**src/rtl/bcc_pkg.sv**
```systemverilog
// Package for the button click classifier: event codes, register indexes,
// reset values and the sequence state record. No dependencies.
package bcc_pkg;

   localparam int unsigned TimeWidth    = 32;
   localparam int unsigned TimeoutWidth = 16;
   localparam int unsigned HitWidth     = 8;
   localparam int unsigned CsrIdxWidth  = 2;
   localparam int unsigned CsrDataWidth = 16;

   localparam logic [HitWidth-1:0] HitMax = '1;

   typedef enum logic [CsrIdxWidth-1:0] {
      CSR_PULL_DOWN     = 2'd0,
      CSR_CLICK_TIMEOUT = 2'd1,
      CSR_LONG_TIMEOUT  = 2'd2
   } csr_index_type;

   localparam logic                    PullDownReset     = 1'b1;
   localparam logic [TimeoutWidth-1:0] ClickTimeoutReset = 16'd250;
   localparam logic [TimeoutWidth-1:0] LongTimeoutReset  = 16'd1000;

   typedef enum logic [1:0] {
      EDGE_NONE         = 2'd0,
      EDGE_PRESS        = 2'd1,
      EDGE_RELEASE      = 2'd2,
      EDGE_LONG_RELEASE = 2'd3
   } edge_event_type;

   typedef enum logic [1:0] {
      TMO_NONE         = 2'd0,
      TMO_CLICK        = 2'd1,
      TMO_DOUBLE_CLICK = 2'd2,
      TMO_LONG_PRESS   = 2'd3
   } timeout_event_type;

   // Press sequence state carried from one transaction to the next.
   typedef struct packed {
      logic                 last_level;
      logic                 seq_active;
      logic                 held_down;
      logic [HitWidth-1:0]  hit_count;
      logic [TimeWidth-1:0] start_time;
   } seq_state_type;

   localparam seq_state_type SeqStateReset = '{
      last_level: 1'b0,
      seq_active: 1'b0,
      held_down:  1'b0,
      hit_count:  '0,
      start_time: '0
   };

   typedef struct packed {
      logic                    pull_down;
      logic [TimeoutWidth-1:0] click_timeout_ms;
      logic [TimeoutWidth-1:0] long_press_timeout_ms;
   } cfg_type;

endpackage

```
**src/rtl/bcc_step.sv**
```systemverilog
// Next-state and event logic for one transaction: edge handling, then the
// timeout check at the same timestamp. Depends on bcc_pkg.
module bcc_step
   import bcc_pkg::*;
(
   input  seq_state_type            cur_state,
   input  cfg_type                  cfg,
   input  logic                     mode,
   input  logic                     level,
   input  logic [TimeWidth-1:0]     now_ms,
   output seq_state_type            next_state,
   output edge_event_type           edge_event,
   output timeout_event_type        timeout_event
);

   logic                 rise;
   logic                 fall;
   logic                 press;
   logic                 release_edge;
   logic [TimeWidth-1:0] rel_delta;
   logic [TimeWidth-1:0] tmo_delta;
   seq_state_type        mid_state;

   always_comb begin
      rise         = (mode == 1'b0) && !cur_state.last_level && level;
      fall         = (mode == 1'b0) && cur_state.last_level && !level;
      press        = cfg.pull_down ? rise : fall;
      release_edge = cfg.pull_down ? fall : rise;
      rel_delta    = now_ms - cur_state.start_time;

      // edge handling
      mid_state  = cur_state;
      edge_event = EDGE_NONE;
      if (press) begin
         edge_event          = EDGE_PRESS;
         mid_state.held_down = 1'b1;
         if (!cur_state.seq_active) begin
            mid_state.seq_active = 1'b1;
            mid_state.start_time = now_ms;
         end
      end else if (release_edge) begin
         if (rel_delta > {{(TimeWidth-TimeoutWidth){1'b0}}, cfg.long_press_timeout_ms}) begin
            edge_event           = EDGE_LONG_RELEASE;
            mid_state.hit_count  = '0;
            mid_state.start_time = '0;
            mid_state.seq_active = 1'b0;
            mid_state.held_down  = 1'b0;
         end else begin
            edge_event          = EDGE_RELEASE;
            mid_state.held_down = 1'b0;
            if (cur_state.hit_count != HitMax) begin
               mid_state.hit_count = cur_state.hit_count + 1'b1;
            end
         end
      end
      if (mode == 1'b0) begin
         mid_state.last_level = level;
      end

      // timeout check against the post-edge state
      tmo_delta     = now_ms - mid_state.start_time;
      next_state    = mid_state;
      timeout_event = TMO_NONE;
      if (mid_state.seq_active) begin
         if (tmo_delta >= {{(TimeWidth-TimeoutWidth){1'b0}}, cfg.long_press_timeout_ms}) begin
            if (mid_state.held_down && (mid_state.hit_count == '0)) begin
               timeout_event = TMO_LONG_PRESS;
            end
            next_state.hit_count  = '0;
            next_state.start_time = '0;
            next_state.seq_active = 1'b0;
            next_state.held_down  = 1'b0;
         end else if ((tmo_delta >= {{(TimeWidth-TimeoutWidth){1'b0}}, cfg.click_timeout_ms})
                      && !mid_state.held_down) begin
            if (mid_state.hit_count == HitWidth'(1)) begin
               timeout_event = TMO_CLICK;
            end else if (mid_state.hit_count == HitWidth'(2)) begin
               timeout_event = TMO_DOUBLE_CLICK;
            end
            next_state.hit_count  = '0;
            next_state.start_time = '0;
            next_state.seq_active = 1'b0;
            next_state.held_down  = 1'b0;
         end
      end
   end

endmodule

```
**src/rtl/button_click_classifier.sv**
```systemverilog
// Top level of the button click classifier: input register, sequence state,
// configuration registers and result register. Depends on bcc_pkg, bcc_step.
//
// Usage:
//  - req_ channel: one transaction per button sample (req_mode 0, req_level)
//    or refresh tick (req_mode 1), each with a millisecond timestamp.
//  - rsp_ channel: exactly one result transaction per request, in order:
//    edge event, timeout event and the sequence active flag.
//  - csr_ port: write-only; index 0 pull_down, 1 click timeout, 2 long
//    press timeout. Other indexes are ignored. Write only while idle.
// A request is taken into the input register and its result into the result register.
// Throughput: one transaction per cycle while rsp_stall is low; the state update is a single pass
// through bcc_step between the input register and the result register.
// Reset: synchronous, clears both pipeline valids and the press sequence
// state, and loads the configuration defaults (pull-down, 250 ms, 1000 ms).
// Stall: when rsp_stall holds a pending result, the input register keeps
// its transaction and req_stall rises only once that register is full.
module button_click_classifier
   import bcc_pkg::*;
(
   input  logic                     clock,
   input  logic                     reset,
   // request channel
   input  logic                     req_valid,
   output logic                     req_stall,
   input  logic                     req_mode,
   input  logic                     req_level,
   input  logic [TimeWidth-1:0]     req_now_ms,
   // result channel
   output logic                     rsp_valid,
   input  logic                     rsp_stall,
   output logic [1:0]               rsp_edge_event,
   output logic [1:0]               rsp_timeout_event,
   output logic                     rsp_active,
   // configuration port
   input  logic                     csr_write,
   input  logic [CsrIdxWidth-1:0]   csr_index,
   input  logic [CsrDataWidth-1:0]  csr_wdata
);

   // input register
   logic                 in_valid_ff, in_valid_in;
   logic                 in_mode_ff;
   logic                 in_level_ff;
   logic [TimeWidth-1:0] in_now_ff;

   // result register
   logic                 out_valid_ff, out_valid_in;
   edge_event_type       out_edge_ff;
   timeout_event_type    out_tmo_ff;
   logic                 out_active_ff;

   seq_state_type        state_ff, state_in;
   cfg_type              cfg_ff, cfg_in;

   edge_event_type       step_edge;
   timeout_event_type    step_tmo;

   logic                 out_ready;
   logic                 advance;
   logic                 req_take;

   // The result register frees up when empty or when its transaction leaves.
   assign out_ready = !out_valid_ff || !rsp_stall;
   assign advance   = in_valid_ff && out_ready;
   assign req_stall = in_valid_ff && !out_ready;
   assign req_take  = req_valid && !req_stall;

   bcc_step u_step (
      .cur_state     (state_ff),
      .cfg           (cfg_ff),
      .mode          (in_mode_ff),
      .level         (in_level_ff),
      .now_ms        (in_now_ff),
      .next_state    (state_in),
      .edge_event    (step_edge),
      .timeout_event (step_tmo)
   );

   always_comb begin
      in_valid_in = req_take || (in_valid_ff && !advance);
      if (advance) begin
         out_valid_in = 1'b1;
      end else begin
         out_valid_in = out_valid_ff && rsp_stall;
      end

      cfg_in = cfg_ff;
      if (csr_write) begin
         case (csr_index)
            CSR_PULL_DOWN:     cfg_in.pull_down             = csr_wdata[0];
            CSR_CLICK_TIMEOUT: cfg_in.click_timeout_ms      = csr_wdata;
            CSR_LONG_TIMEOUT:  cfg_in.long_press_timeout_ms = csr_wdata;
            default:           cfg_in = cfg_ff;
         endcase
      end
   end

   // control state
   always_ff @(posedge clock) begin
      if (reset) begin
         in_valid_ff  <= 1'b0;
         out_valid_ff <= 1'b0;
         state_ff     <= SeqStateReset;
         cfg_ff       <= '{pull_down:             PullDownReset,
                           click_timeout_ms:      ClickTimeoutReset,
                           long_press_timeout_ms: LongTimeoutReset};
      end else begin
         in_valid_ff  <= in_valid_in;
         out_valid_ff <= out_valid_in;
         cfg_ff       <= cfg_in;
         if (advance) begin
            state_ff <= state_in;
         end
      end
   end

   // payload registers
   always_ff @(posedge clock) begin
      if (req_take) begin
         in_mode_ff  <= req_mode;
         in_level_ff <= req_level;
         in_now_ff   <= req_now_ms;
      end
      if (advance) begin
         out_edge_ff   <= step_edge;
         out_tmo_ff    <= step_tmo;
         out_active_ff <= state_in.seq_active;
      end
   end

   assign rsp_valid         = out_valid_ff;
   assign rsp_edge_event    = out_edge_ff;
   assign rsp_timeout_event = out_tmo_ff;
   assign rsp_active        = out_active_ff;

endmodule
```
**config.mk**
```make
export PLATFORM = sky130hd
export DESIGN_NAME = button_click_classifier
export DESIGN_NICKNAME = d
export VERILOG_FILES = /design/src/rtl/bcc_pkg.sv /design/src/rtl/bcc_step.sv /design/src/rtl/button_click_classifier.sv
export SDC_FILE = /design/constraint.sdc
export NUM_CORES = 1
export LEC_CHECK = 0
export BUFFER_PORTS_ARGS = -buffer_cell sky130_fd_sc_hd__buf_2
export CORE_ASPECT_RATIO = 1.2
export CORE_UTILIZATION = 60
export DETAILED_ROUTE_END_ITERATION = 16
export PLACE_DENSITY = 0.79
export SKIP_LAST_GASP = 1
export SLEW_MARGIN = 20
export SYNTH_ARGS = -nofsm -noshare
export SYNTH_HDL_FRONTEND = slang
export SYNTH_SLANG_ARGS = --single-unit
```
**constraint.sdc**
```tcl
create_clock -name clock -period 20.1 [get_ports clock]
set_clock_uncertainty 0.1 [all_clocks]
set_input_delay 2.01 -clock clock [delete_from_list [all_inputs] [get_ports clock]]
set_output_delay 2.01 -clock clock [all_outputs]
set_load 0.1 [all_outputs]
```
Word-level counts from Yosys, hierarchy flattened:

Index checks and enable logic that the tools add are counted.
W data, S select, Z words.

* add/sub/neg operators: 3
* multipliers: 0
* divide/modulo/power cells: 0
* magnitude comparators: 3
* equality and inequality tests: 5
* shifts and indexed selects: 0
* multiplexer cells: 22
* bitwise operators: 2
* reduce and logical (&&, ||, !) cells: 28

Operators by type and width (count)
* $mux W42: 4
* $mux W32: 3
* $ge A32 B16 Y1: 2
* $sub A32 B32 Y32: 2
* $gt A32 B16 Y1: 1
* $mux W8: 3
* $mux W2: 6
* $logic_and A1 B1 Y1: 11
* $add A8 B1 Y8 const B: 1
* $eq A8 B1 Y1 const B: 1
* $eq A8 B2 Y1 const B: 1
* $logic_not A1 Y1: 8
* $logic_not A8 Y1: 1
* $ne A8 B8 Y1 const B: 1
* $reduce_and A2 Y1: 4
* $mux W1: 6
* $eq A2 B1 Y1 const B: 1
* $eq A2 B2 Y1 const B: 1
* $logic_not A2 Y1: 1
* $logic_or A1 B1 Y1: 2
* $not A1 Y1: 2
* $reduce_or A2 Y1: 1

* flip-flop bits (word level): 117
* latch bits: 0
* bits in writable memories: 0
* ROM bits: 0
* bits of input ports: 57
* output and inout port bits: 7
* word-level logic and storage cells: 80
* memories: 0

Logic depth before layout (Yosys ltp):

Gate-level depths: netlist of the first run.

* depth in word-level cells: 12
* depth in mapped cells: 47
* gate-level depth less buffers: 45

Hierarchy:

A second synthesis of the first run with hierarchy kept.

* cells, all modules: 1406
* area, all modules: 11422.2 µm²

Modules (own cells, without submodules)
* bcc_step: times used 1, cells each 1037, area each 6872.8 µm², sequential area each 0.0 µm²
* button_click_classifier: times used 1, cells each 369, area each 4549.4 µm², sequential area each 2732.6 µm²

Worst setup path before layout of the first run:

No wires, ideal clock.

* path kind: register -> register
* start: register in_now_ff[1]
* end: register state_ff[29] (netlist name)
* library setup time: 0.069 ns
* arrival: 9.237 ns
* required time: 19.931 ns
* setup slack: 10.694 ns
* stages on the path, launching flop included: 44
* path buffers: 2
* clock period less this slack: 9.406 ns
* path through: edfxtp_1 > inv_1 > fa_1 > and2b_1 > o2111ai_2 > a21oi_1 > nor2_1 > xnor2_1 > ha_1 > a21o_1 > a221o_1 > a221o_1 > nor3_1 > o2111ai_1 > a211oi_1 > and3_1 > and4_1 > nor2_1 > (+8 left out) > and4_1 > o21ai_0 > a31oi_1 > o21bai_1 > xor2_1 > ha_1 > a2111oi_0 > nand2b_1 > o31ai_1 > o221a_2 > o31a_1 > nand4_1 > a2111oi_2 > nand4_1 > a211oi_4 > inv_2 > buf_6 > o21ai_1

* word-level cells in the longest chain between the ends: 11
* elaborated cells between the ends (all ways): 15
* those cells by class: 2 x add/sub; 3 x order compare; 9 x mux; 1 x reduce/logical

Ends and longest elaborated chain
* from (decl): RTL line button_click_classifier.sv:45 `logic [TimeWidth-1:0] in_now_ff;`
* from (signal assigned): RTL line button_click_classifier.sv:123 `in_now_ff <= req_now_ms;`
* $sub A32 B32 Y32: RTL line bcc_step.sv:29 `rel_delta = now_ms - cur_state.start_time;`
* $gt A32 B16 Y1: RTL line bcc_step.sv:42 `if (rel_delta > {{(TimeWidth-TimeoutWidth){1'b0}}, cfg.long_press_timeout_ms}) begin`
* $mux W32: RTL line bcc_step.sv:42
* $mux W42: RTL line bcc_step.sv:41 `end else if (release_edge) begin`
* $mux W32: RTL line bcc_step.sv:34 `if (press) begin`
* $sub A32 B32 Y32: RTL line bcc_step.sv:61 `tmo_delta = now_ms - mid_state.start_time;`
* $ge A32 B16 Y1: RTL line bcc_step.sv:73 `end else if ((tmo_delta >= {{(TimeWidth-TimeoutWidth){1'b0}}, cfg.click_timeout_ms})`
* $logic_and A1 B1 Y1: RTL line bcc_step.sv:74 `&& !mid_state.held_down) begin`
* $mux W42: RTL line bcc_step.sv:73
* $mux W42: RTL line bcc_step.sv:65 `if (tmo_delta >= {{(TimeWidth-TimeoutWidth){1'b0}}, cfg.long_press_timeout_ms}) begin`
* $mux W42 (*): RTL line bcc_step.sv:64 `if (mid_state.seq_active) begin`
* to (signal assigned): RTL line button_click_classifier.sv:104 `state_ff <= SeqStateReset;`
* to (signal assigned): RTL line button_click_classifier.sv:113 `state_ff <= state_in;`
* to (decl): RTL line button_click_classifier.sv:53 `seq_state_type state_ff, state_in;`

Mark *: on every way between the ends. The rest lies on a longest branch, timed or not.
A chain may end at the register's enable or synchronous reset.

Final worst setup path of the first run:

* start: register in_now_ff[2]
* end: register state_ff[14] (netlist name)

The elaborated chain is that of the path after synthesis.

==> metrics, run 1 <==
Startpoint Class flip-flop; total CTS buffers 17; Seq/Total Area, Yosys between 20% and 30%; Post-synth top cells nand2_1 (164), a21oi_1 (118), ha_1 (109); Slew Viols, Final 0; Post-CTS Resized 0; syn avg cell area ~8 um^2; Tmin final 11.92 ns; Worst EP arrival between 10 and 15 ns; count of cell types in the netlist 83; die width 122 um; cts hold-fix bufs 0; vias in the first global route 9301; PD cells 71.6 mW/mm^2; fin util between 60 and 70%; synthesis-to-finish area growth 9.54%; DR vias/cell 6.33; Synth area leader dfxtp_1; Skew-Pair Late Insertion Delay about 0.43 ns; Worst EP required 20.35 ns; Net Count, Synth approximately 1500; DRC viols 0; Slew HR 38.0%; Top Ports 64; HP Class reg2reg; Placed Instances 1534; Hold Fails Final Rpt 0; root buf cell clkbuf_16; Finish-stage setup viols 0; Initial Utilization 61.5%; # port buffers between 60 and 70; fmax 83.9 MHz; Fillers 1435; post-route insts no fill 1566; Yosys reg bits 117; total number of vias 9910; count leader, synth nand2_1; outcome finished clean; first-pass GRT wire length 45900 um; Post-DRT Antenna Nets 0; Routed WL 28900 um; global route total overflow 0; yosys warns 0; power share of the sequential group 32.2%; Synth top area share 15.1%; largest net degree at the start of global routing 44; Synth area leaders dfxtp_1 (15%), ha_1 (13%), edfxtp_1 (11%); H-tree levels 4; CTS max path bufs 2; CP Capture Type flip-flop; number of synthesized flops with an enable pin 39; top_reg_cell synth dfxtp_1; drt first pass iters 5; setup total negative slack 0 ns; share of cells above drive strength 1 between 10% and 20%; Sw Ratio 33.2%; most used cell along the critical path ha_1; Clk pwr share 38.5%; gp weighted congestion a little under 1; CTS tree built; Mapped Area 0.0104 mm^2; DR iter-0 viols 819; Worst IR Drop VDD 60.6 uV; internal power 0.000542 W; area of the core 0.0169 mm^2; die height 146 um; clk sinks 117; HPWL Detailed 21900 um; MaxCap Viol Count 0; Multi-input gate area around 0.0071 mm^2; n_diodes 0; postcts setup bufs 0; WL/cell 18.4 um; Final nets 1504; All-Layer GR Usage 33.0%; initial antenna violation count 0; Pleak ~4.6 nW; Worst-Margin Slew 0.922 ns; Crit Path Class reg2reg; register area between 0.002 and 0.003 mm^2; final hold slack 0.356 ns; DIE AREA 0.0178 mm^2; switching pwr ~0.00027 W; Final Cycle Share 59.3%; CTS clk-pin slew, worst paths 0.06 ns; Comb power frac 29.3%; Critical-path top delay cell a211oi_4; RSZ-0062 raised after global routing no; crit-path max FO 27; CP max stage delay 0.69 ns; Site Rows 52; FFs w/ async S/R, synth 0%; cell count after synthesis 1305
## worst max-delay path: cells and delay by family, from the launching register on
kind,cells,cell delay (ns)
AO/OA/AOI/OAI,20,6.15
AND/OR/NAND/NOR,13,2.68
adder cells (fa/ha/maj),4,1.17
buffers and inverters,2,0.71
flip-flops,1,0.56
XOR/XNOR,2,0.43
## per-layer routing
metal	share of wire, %	vias to the layer above	track usage, %
met1	41	4609	39.7
met2	47	368	53.7
met4	5.7	0	20.3
met3	5.8	91	6.43
li1	-	4842	-
met5	0	-	0
## sequential cells by signal (all words and copies together) (netlist names)
signal             count
state_ff              43
cfg_ff                33
in_now_ff             32
rsp_edge_event         2
rsp_timeout_event      2
in_level_ff            1
in_mode_ff             1
in_valid_ff            1
rsp_active             1
rsp_valid              1
## cell usage in the layout (no fill, tap or decap), drive strengths merged, types with 28 or more instances in the layout
cell	count
nand2	165
mux2i	35
edfxtp	39
o21ai	77
dfxtp	78
a21oi	119
or2	31
nor2	85
nor3	28
a21o	61
ha	109
inv	79
buf	68
## kinds of logic after synthesis
group,synth area share (%)
XOR/XNOR,3.13
adder cells (fa/ha/maj),13.4
flip-flops,26.4
AO/OA/AOI/OAI,25.8
buffers and inverters,5.16
multiplexers,3.38
AND/OR/NAND/NOR,22.8
## area by class of cell
type	instances	share of cell area, %
multi-input cells	1056	62.7
flip-flops and latches	117	24.1
clock buffers	20	3.85
repair buffers	68	3.11
inverters	77	2.55
well taps	216	2.38
clock inverters	12	1.36
## worst paths after layout
| kind | startpoint | to | slack, ns | depth (start not counted) |
|---|---|---|---|---|
| setup / recovery | in_now_ff[2] | state_ff[14] | 8.18 | 41 |
| hold / removal | cfg_ff[18] | cfg_ff[18] | 0.36 | 2 |
| setup reg to reg | in_now_ff[2] | state_ff[14] | 8.18 | 41 |
| hold reg to reg | cfg_ff[18] | cfg_ff[18] | 0.36 | 2 |
## per-stage QoR
stage          setup WS (ns)  power, W  instance area (um^2)
5_1_grt                 7.50  0.000849                 11300
3_5_place_dp            8.41  0.000497                 10800
2_1_floorplan          10.69  0.000438                 10400
6_report                8.18  0.000812                 11300
3_3_place_gp            8.95  0.000493                 10800
4_1_cts                 8.31  0.000810                 11300
## power by group through the flow
stage | combinational [W] | sequential, W | clock [W]
CTS | 0.000234 | 0.000261 | 0.000315
finish | 0.000238 | 0.000262 | 0.000313
global placement | 0.000227 | 0.000266 | 0
detailed placement | 0.000231 | 0.000266 | 0
global route | 0.000261 | 0.000262 | 0.000326
floorplan | 0.000170 | 0.000268 | 0
Note: power is estimated with default switching activity, not from simulation.
==> run 2, diff against run 1 <==
Settings changed: CORE_UTILIZATION 60 to 57, PLACE_DENSITY 0.79 to 0.78.
Clock period 20.1 ns to 9.95 ns, I/O delays scaled along.
==> run 2 against run 1 <==
  * Die area increased by 5.2%
  * Final cell count increased by 2.3%
  * Critical path depth increased by 2
  * Worst hold slack got worse by 0.0084 ns
  * Flip-flop and latch count unchanged
  * Critical path type unchanged
  * Critical endpoint is now state_ff[36]
  * Largest power group unchanged
  * Highest routed layer unchanged
==> metrics, run 2 (synthesis results as in run 1) <==
outcome finished clean (unchanged); R2R cell count 43 (was 41); total number of vias 10267 (was 9910); met3 Resource Use GR 4.97% (was 6.43%); CP Capture Type flip-flop (unchanged); Fillers 1509 (was 1435); Tmin final 9.59 ns (was 11.92 ns); most used cell along the critical path ha_1 (unchanged); max FFs per register 43 (unchanged); Top Usage Layer GRT met2 (unchanged); final instance area 0.0117 mm^2 (was 0.0113 mm^2); area of the core 0.0176 mm^2 (was 0.0169 mm^2); CTS max path bufs 2 (unchanged); die height 150 um (was 146 um); Site Rows 53 (was 52); GR Util met1 39.5% (was 39.7%); Worst EP arrival 9.85 ns (was 12.17 ns); crit-path max FO 7 (was 27); Post-DRT Antenna Nets 0 (unchanged); most frequent cells in the layout nand2_1 (164), a21oi_1 (116), ha_1 (106), nor2_1 (81), dfxtp_1 (78) (was nand2_1 (164), a21oi_1 (118), ha_1 (109), nor2_1 (83), dfxtp_1 (78)); commonest non-fill, non-tap cell in the layout nand2_1 (unchanged); H-tree levels 4 (unchanged); DRC viols 0 (unchanged); CP max stage delay 0.44 ns (was 0.69 ns); Hold Fails Final Rpt 0 (unchanged); DIE AREA 0.0187 mm^2 (was 0.0178 mm^2); Worst EP required 10.21 ns (was 20.35 ns); fin util 66.5% (was 67.4%); R2R Path End state_ff[36] (was state_ff[14]); Crit Path Class reg2reg (unchanged); DR iter-0 viols 878 (was 819); global route total overflow 0 (unchanged); vias in the first global route 9585 (was 9301); depth of the worst hold-timing path 2 (unchanged); PD cells 143 mW/mm^2 (was 71.6 mW/mm^2); Slew HR 46.7% (was 38.0%); die width 125 um (was 122 um); Most flops, register state_ff (unchanged); Routed WL 29800 um (was 28900 um); largest net degree at the start of global routing 42 (was 44); total CTS buffers 17 (unchanged); post-route insts no fill 1602 (was 1566); Initial Utilization 58.7% (was 61.5%); GR met2 Demand/Resource 55.5% (was 53.7%); synthesis-to-finish area growth 13.3% (was 9.54%); HP Class reg2reg (unchanged); CP startpoint in_now_ff[3] (was in_now_ff[2]); CTS clk-pin slew, worst paths 0.06 ns (about the same); DR vias/cell 6.41 (was 6.33); clk sinks 117 (unchanged); Final nets 1536 (was 1504); Placed Instances 1562 (was 1534); Final Power 0.00167 W (was 0.000812 W); biggest regs state_ff: 43 flops, cfg_ff: 33 flops, in_now_ff: 32 flops (unchanged); share of cells above drive strength 1 15.0% (was 11.5%); n_diodes 0 (unchanged); r2r startpoint in_now_ff[3] (was in_now_ff[2]); Startpoint Class flip-flop (unchanged); Slew Viols, Final 0 (unchanged); All-Layer GR Usage 31.9% (was 33.0%); fmax 104 MHz (was 83.9 MHz); first-pass GRT wire length 47500 um (was 45900 um); Placed Area 0.0109 mm^2 (was 0.0108 mm^2); # port buffers 63 (unchanged); Pleak 4.80 nW (was 4.60 nW); drt first pass iters 8 (was 5); root buf cell clkbuf_16 (unchanged); Top Ports 64 (unchanged); WL/cell 18.6 um (was 18.4 um); MaxCap Viol Count 0 (unchanged); Skew-Pair Late Insertion Delay 0.42 ns (was 0.43 ns); Worst Hold Path EP state_ff[30] (was cfg_ff[18]); Place WS -0.473 ns (was 8.41 ns); gp weighted congestion 0.943 (was 0.991); Hold Startpoint state_ff[30] (was cfg_ff[18]); CTS tree built (unchanged); internal reg-to-reg setup slack 0.36 ns (was 8.18 ns); Critical-path top delay cell ha_1 (was a211oi_4); HPWL Detailed 22000 um (was 21900 um); Finish-stage setup viols 0 (unchanged); Worst IR Drop VDD 119 uV (was 60.6 uV); initial antenna violation count 0 (unchanged); Final Cycle Share 96.4% (was 59.3%); final setup margin 0.361 ns (was 8.18 ns); Worst-Margin Slew 0.795 ns (was 0.922 ns)
-- run 2: cell count changes in the layout (fill, tap and decap cells not counted), sizes merged --
cell      change
bufinv        -1
clkbuf        -2
clkinvlp      -2
buf          +32
inv           +5
-- run 2: routing by layer --
| metal | part of all wire, % | vias up |
|---|---|---|
| li1 | - | 4906 |
| met1 | 42 | 4802 |
| met2 | 48 | 471 |
| met3 | 6.8 | 88 |
| met4 | 3.6 | 0 |
| met5 | 0 | - |
-- run 2: critical path, delay by kind of cell (launching register included) --
kind                       cells  cell delay, ns
AOI/OAI and AO/OA             20            4.55
and+or+nand+nor               14            2.34
adders and majority gates      4            1.22
buffers and inverters          3            0.50
xor gates and xnor gates       2            0.42
DFF                            1            0.40
-- run 2: worst max path at each step --
| stage | endpoint | cells after the start | slack (ns) |
|---|---|---|---|
| after floorplan | state_ff[29] | 43 | 0.54 |
| after global placement | state_ff[9] | 42 | -0.0006 |
| after detailed placement | state_ff[10] | 42 | -0.47 |
| after CTS | state_ff[36] | 43 | 0.04 |
| after global routing | state_ff[35] | 42 | -0.17 |
| final | state_ff[36] | 43 | 0.36 |
-- run 2: what timing repair did --
action,CTS,global route
buffers inserted,1,6
gates resized for setup,6,20
pin swaps,4,12
setup endpoints to repair,42,43
hold buffers,0,0
-- run 2: final cells by class --
type | instances | area (um^2) | share of cell area [%]
Inverter | 77 | 294 | 2.51
Tap cell | 220 | 275 | 2.35
Clock buffer | 18 | 450 | 3.84
Clock inverter | 14 | 144 | 1.23
Timing Repair Buffer | 100 | 621 | 5.29
Sequential cell | 117 | 2730 | 23.3
Multi-Input combinational cell | 1056 | 7220 | 61.5
-- run 2: report_power, final --
group          total [W]  switching [W]  internal (W)  leakage [nW]
Sequential      0.000526      0.0000133      0.000513          1.01
Clock           0.000635       0.000250      0.000385         0.295
Combinational   0.000512       0.000306      0.000206          3.50
Total            0.00167       0.000569       0.00110          4.80
-- run 2: stage by stage --
| step | hold WS [ns] | TNS (ns) |
|---|---|---|
| 6_report | 0.348 | 0 |
| 4_1_cts | 0.351 | 0 |
| 2_1_floorplan | 0.326 | 0 |
| 3_3_place_gp | 0.337 | -0.000605 |
| 5_1_grt | 0.370 | -1.45 |
| 3_5_place_dp | 0.343 | -16.35 |
==> run 3, diff against run 2 <==
Settings changed: CORE_UTILIZATION 57 to 60, PLACE_DENSITY 0.78 to 0.79.
Clock period 9.95 ns to 9.1 ns, I/O delays scaled along.
==> run 3 against run 2 <==
  * The flow now finishes with violations (setup timing)
  * Core utilization rose by 10 points
  * Worst hold slack gained 0.0047 ns
  * Die area shrank 4.9%
  * Sequential power increased by 9.3%
  * Combinational power increased by 30%
  * Sequential share of layout area decreased by 2.1 points
  * Count of clock-buffer cells in the layout grew 2
  * Critical path type unchanged
  * Critical endpoint is now state_ff[3]
==> metrics, run 3 (synthesis results as in run 1) <==
Place WS -0.553 ns (was -0.473 ns); Pleak 5.46 nW (was 4.80 nW); Initial Utilization 61.5% (was 58.7%); Tmin final 9.34 ns (was 9.59 ns); Sw Ratio 34.8% (was 34.0%); total CTS buffers 17 (unchanged); WL/cell 18.8 um (was 18.6 um); final setup margin -0.245 ns (was 0.361 ns); r2r startpoint in_now_ff[0] (was in_now_ff[3]); Worst IR Drop VDD 141 uV (was 119 uV); MaxCap Viol Count 0 (unchanged); n_diodes 0 (unchanged); H-tree levels 4 (unchanged); commonest non-fill, non-tap cell in the layout nand2_1 (unchanged); Routed WL 32400 um (was 29800 um); Crit Path Class reg2reg (unchanged); Hold Fails Final Rpt 0 (unchanged); DRC viols 0 (unchanged); Most flops, register state_ff (unchanged); cts hold-fix bufs 0 (unchanged); All-Layer GR Usage 37.1% (was 31.9%); fmax 107 MHz (was 104 MHz); Finish-stage setup viols 41 (was 0); largest net degree at the start of global routing 42 (unchanged); # port buffers 63 (unchanged); first-pass GRT wire length 52100 um (was 47500 um); R2R Path End state_ff[3] (was state_ff[36]); Final nets 1664 (was 1536); CTS max path bufs 2 (unchanged); share of cells above drive strength 1 24.4% (was 15.0%); DR iter-0 viols 969 (was 878); depth of the worst hold-timing path 2 (unchanged); DR vias/cell 6.28 (was 6.41); max FFs per register 43 (unchanged); final instance area 0.0129 mm^2 (was 0.0117 mm^2); power share of the sequential group 30.4% (was 31.4%); Worst EP arrival 9.61 ns (was 9.85 ns); HP Class reg2reg (unchanged); biggest regs state_ff: 43 flops, cfg_ff: 33 flops, in_now_ff: 32 flops (unchanged); area of the core 0.0169 mm^2 (was 0.0176 mm^2); CTS tree built (unchanged); CTS clk-pin slew, worst paths 0.06 ns (about the same); Slew HR 28.7% (was 46.7%); crit-path max FO 4 (was 7); Multi-input gate area 0.00744 mm^2 (was 0.00722 mm^2); fin util 76.7% (was 66.5%); CP Depth 44 (was 43); Slew Viols, Final 0 (unchanged); Hold Startpoint state_ff[29] (was state_ff[30]); Worst-Margin Slew 1.06 ns (was 0.795 ns); global route total overflow 0 (unchanged); critical path buffer and inverter count 5 (was 3); internal reg-to-reg setup slack -0.24 ns (was 0.36 ns); Top Ports 64 (unchanged); most frequent cells in the layout nand2_1 (163), buf_4 (156), a21oi_1 (109), ha_1 (101), nor2_1 (79) (was nand2_1 (164), a21oi_1 (116), ha_1 (106), nor2_1 (81), dfxtp_1 (78)); R2R cell count 44 (was 43); Final Cycle Share 103% (was 96.4%); internal power 0.00123 W (was 0.00110 W); violated checks setup timing; clk sinks 117 (unchanged); Clk pwr share 34.5% (was 38.0%); total number of vias 10840 (was 10267); register area 0.00273 mm^2 (unchanged); RSZ-0062 raised after global routing yes; vias in the first global route 10632 (was 9585); Comb power frac 35.1% (was 30.6%); CP Capture Type flip-flop (unchanged); Startpoint Class flip-flop (unchanged); die width 122 um (was 125 um); switching pwr 0.000657 W (was 0.000569 W); Worst Hold Path EP state_ff[29] (was state_ff[30]); Fillers 1199 (was 1509); root buf cell clkbuf_16 (unchanged); die height 146 um (was 150 um); Site Rows 52 (was 53); Placed Area 0.0118 mm^2 (was 0.0109 mm^2); CP max stage delay 0.41 ns (was 0.44 ns); final hold slack 0.353 ns (was 0.348 ns); Critical-path top delay cell or3_4 (was ha_1); gp weighted congestion 1.02 (was 0.943); Post-DRT Antenna Nets 0 (unchanged); delay-heaviest family, CP compound AO/OA/AOI/OAI gates (unchanged); setup total negative slack -7.67 ns (was 0 ns); DIE AREA 0.0178 mm^2 (was 0.0187 mm^2); initial antenna violation count 1 (was 0); Skew-Pair Late Insertion Delay 0.44 ns (was 0.42 ns); PD cells 146 mW/mm^2 (was 143 mW/mm^2); outcome complete, but fails checks (was finished clean); drt first pass iters 5 (was 8); Worst EP required 9.36 ns (was 10.21 ns); synthesis-to-finish area growth 24.7% (was 13.3%); HPWL Detailed 23400 um (was 22000 um)
run 3: how the worst max path moves through the flow:
stage / to / slack [ns] / from
floorplan: state_ff[29] / 0.01 / in_now_ff[1]
global placement: state_ff[35] / -0.19 / in_now_ff[0]
detailed placement: state_ff[25] / -0.55 / in_now_ff[0]
CTS: state_ff[34] / -0.07 / in_now_ff[0]
global route: state_ff[37] / -0.58 / in_now_ff[7]
finish: state_ff[3] / -0.24 / in_now_ff[0]
run 3: layer usage:
| metal | routed length (um) | part of all wire [%] | up-vias | global-route usage (%) |
|---|---|---|---|---|
| met5 | 12 | 0.037 | - | 0 |
| met1 | 13200 | 41 | 5032 | 44.9 |
| met2 | 15400 | 47 | 501 | 61.4 |
| met4 | 1720 | 5.3 | 2 | 20.2 |
| met3 | 2150 | 6.6 | 159 | 6.94 |
| li1 | - | - | 5146 | - |
run 3: area by class of cell:
class                           count  share of cell area (%)
Multi-Input combinational cell   1056                    57.6
Sequential cell                   117                    21.2
Timing Repair Buffer              228                    12.6
Clock buffer                       20                    3.62
Inverter                           77                    2.24
Tap cell                          216                    2.09
Clock inverter                     12                   0.678
run 3: worst min-delay path, stage by stage (launching register included):
cell     delay [ns]
dfxtp_1        0.31
nand2_1        0.05
o21ai_1        0.05
run 3: repair_timing:
action / in CTS / in global routing
buffers inserted: 16 / 4
gates cloned: 1 / 0
pin swaps: 30 / 14
resized for setup: 48 / 25
endpoints found under the setup margin: 45 / 45
run 3: per-stage QoR:
stage	power, W	std cells
2_1_floorplan	0.000970	1305
3_3_place_gp	0.00117	1675
3_5_place_dp	0.00118	1675
4_1_cts	0.00186	1724
5_1_grt	0.00197	1726
6_report	0.00189	1726
run 3: power by group through the flow:
| stage | Combinational, W | Sequential [W] | Clock (W) |
|---|---|---|---|
| 2_1_floorplan | 0.000379 | 0.000591 | 0 |
| 3_3_place_gp | 0.000585 | 0.000584 | 0 |
| 3_5_place_dp | 0.000598 | 0.000586 | 0 |
| 4_1_cts | 0.000632 | 0.000575 | 0.000651 |
| 5_1_grt | 0.000722 | 0.000577 | 0.000674 |
| 6_report | 0.000664 | 0.000575 | 0.000651 |
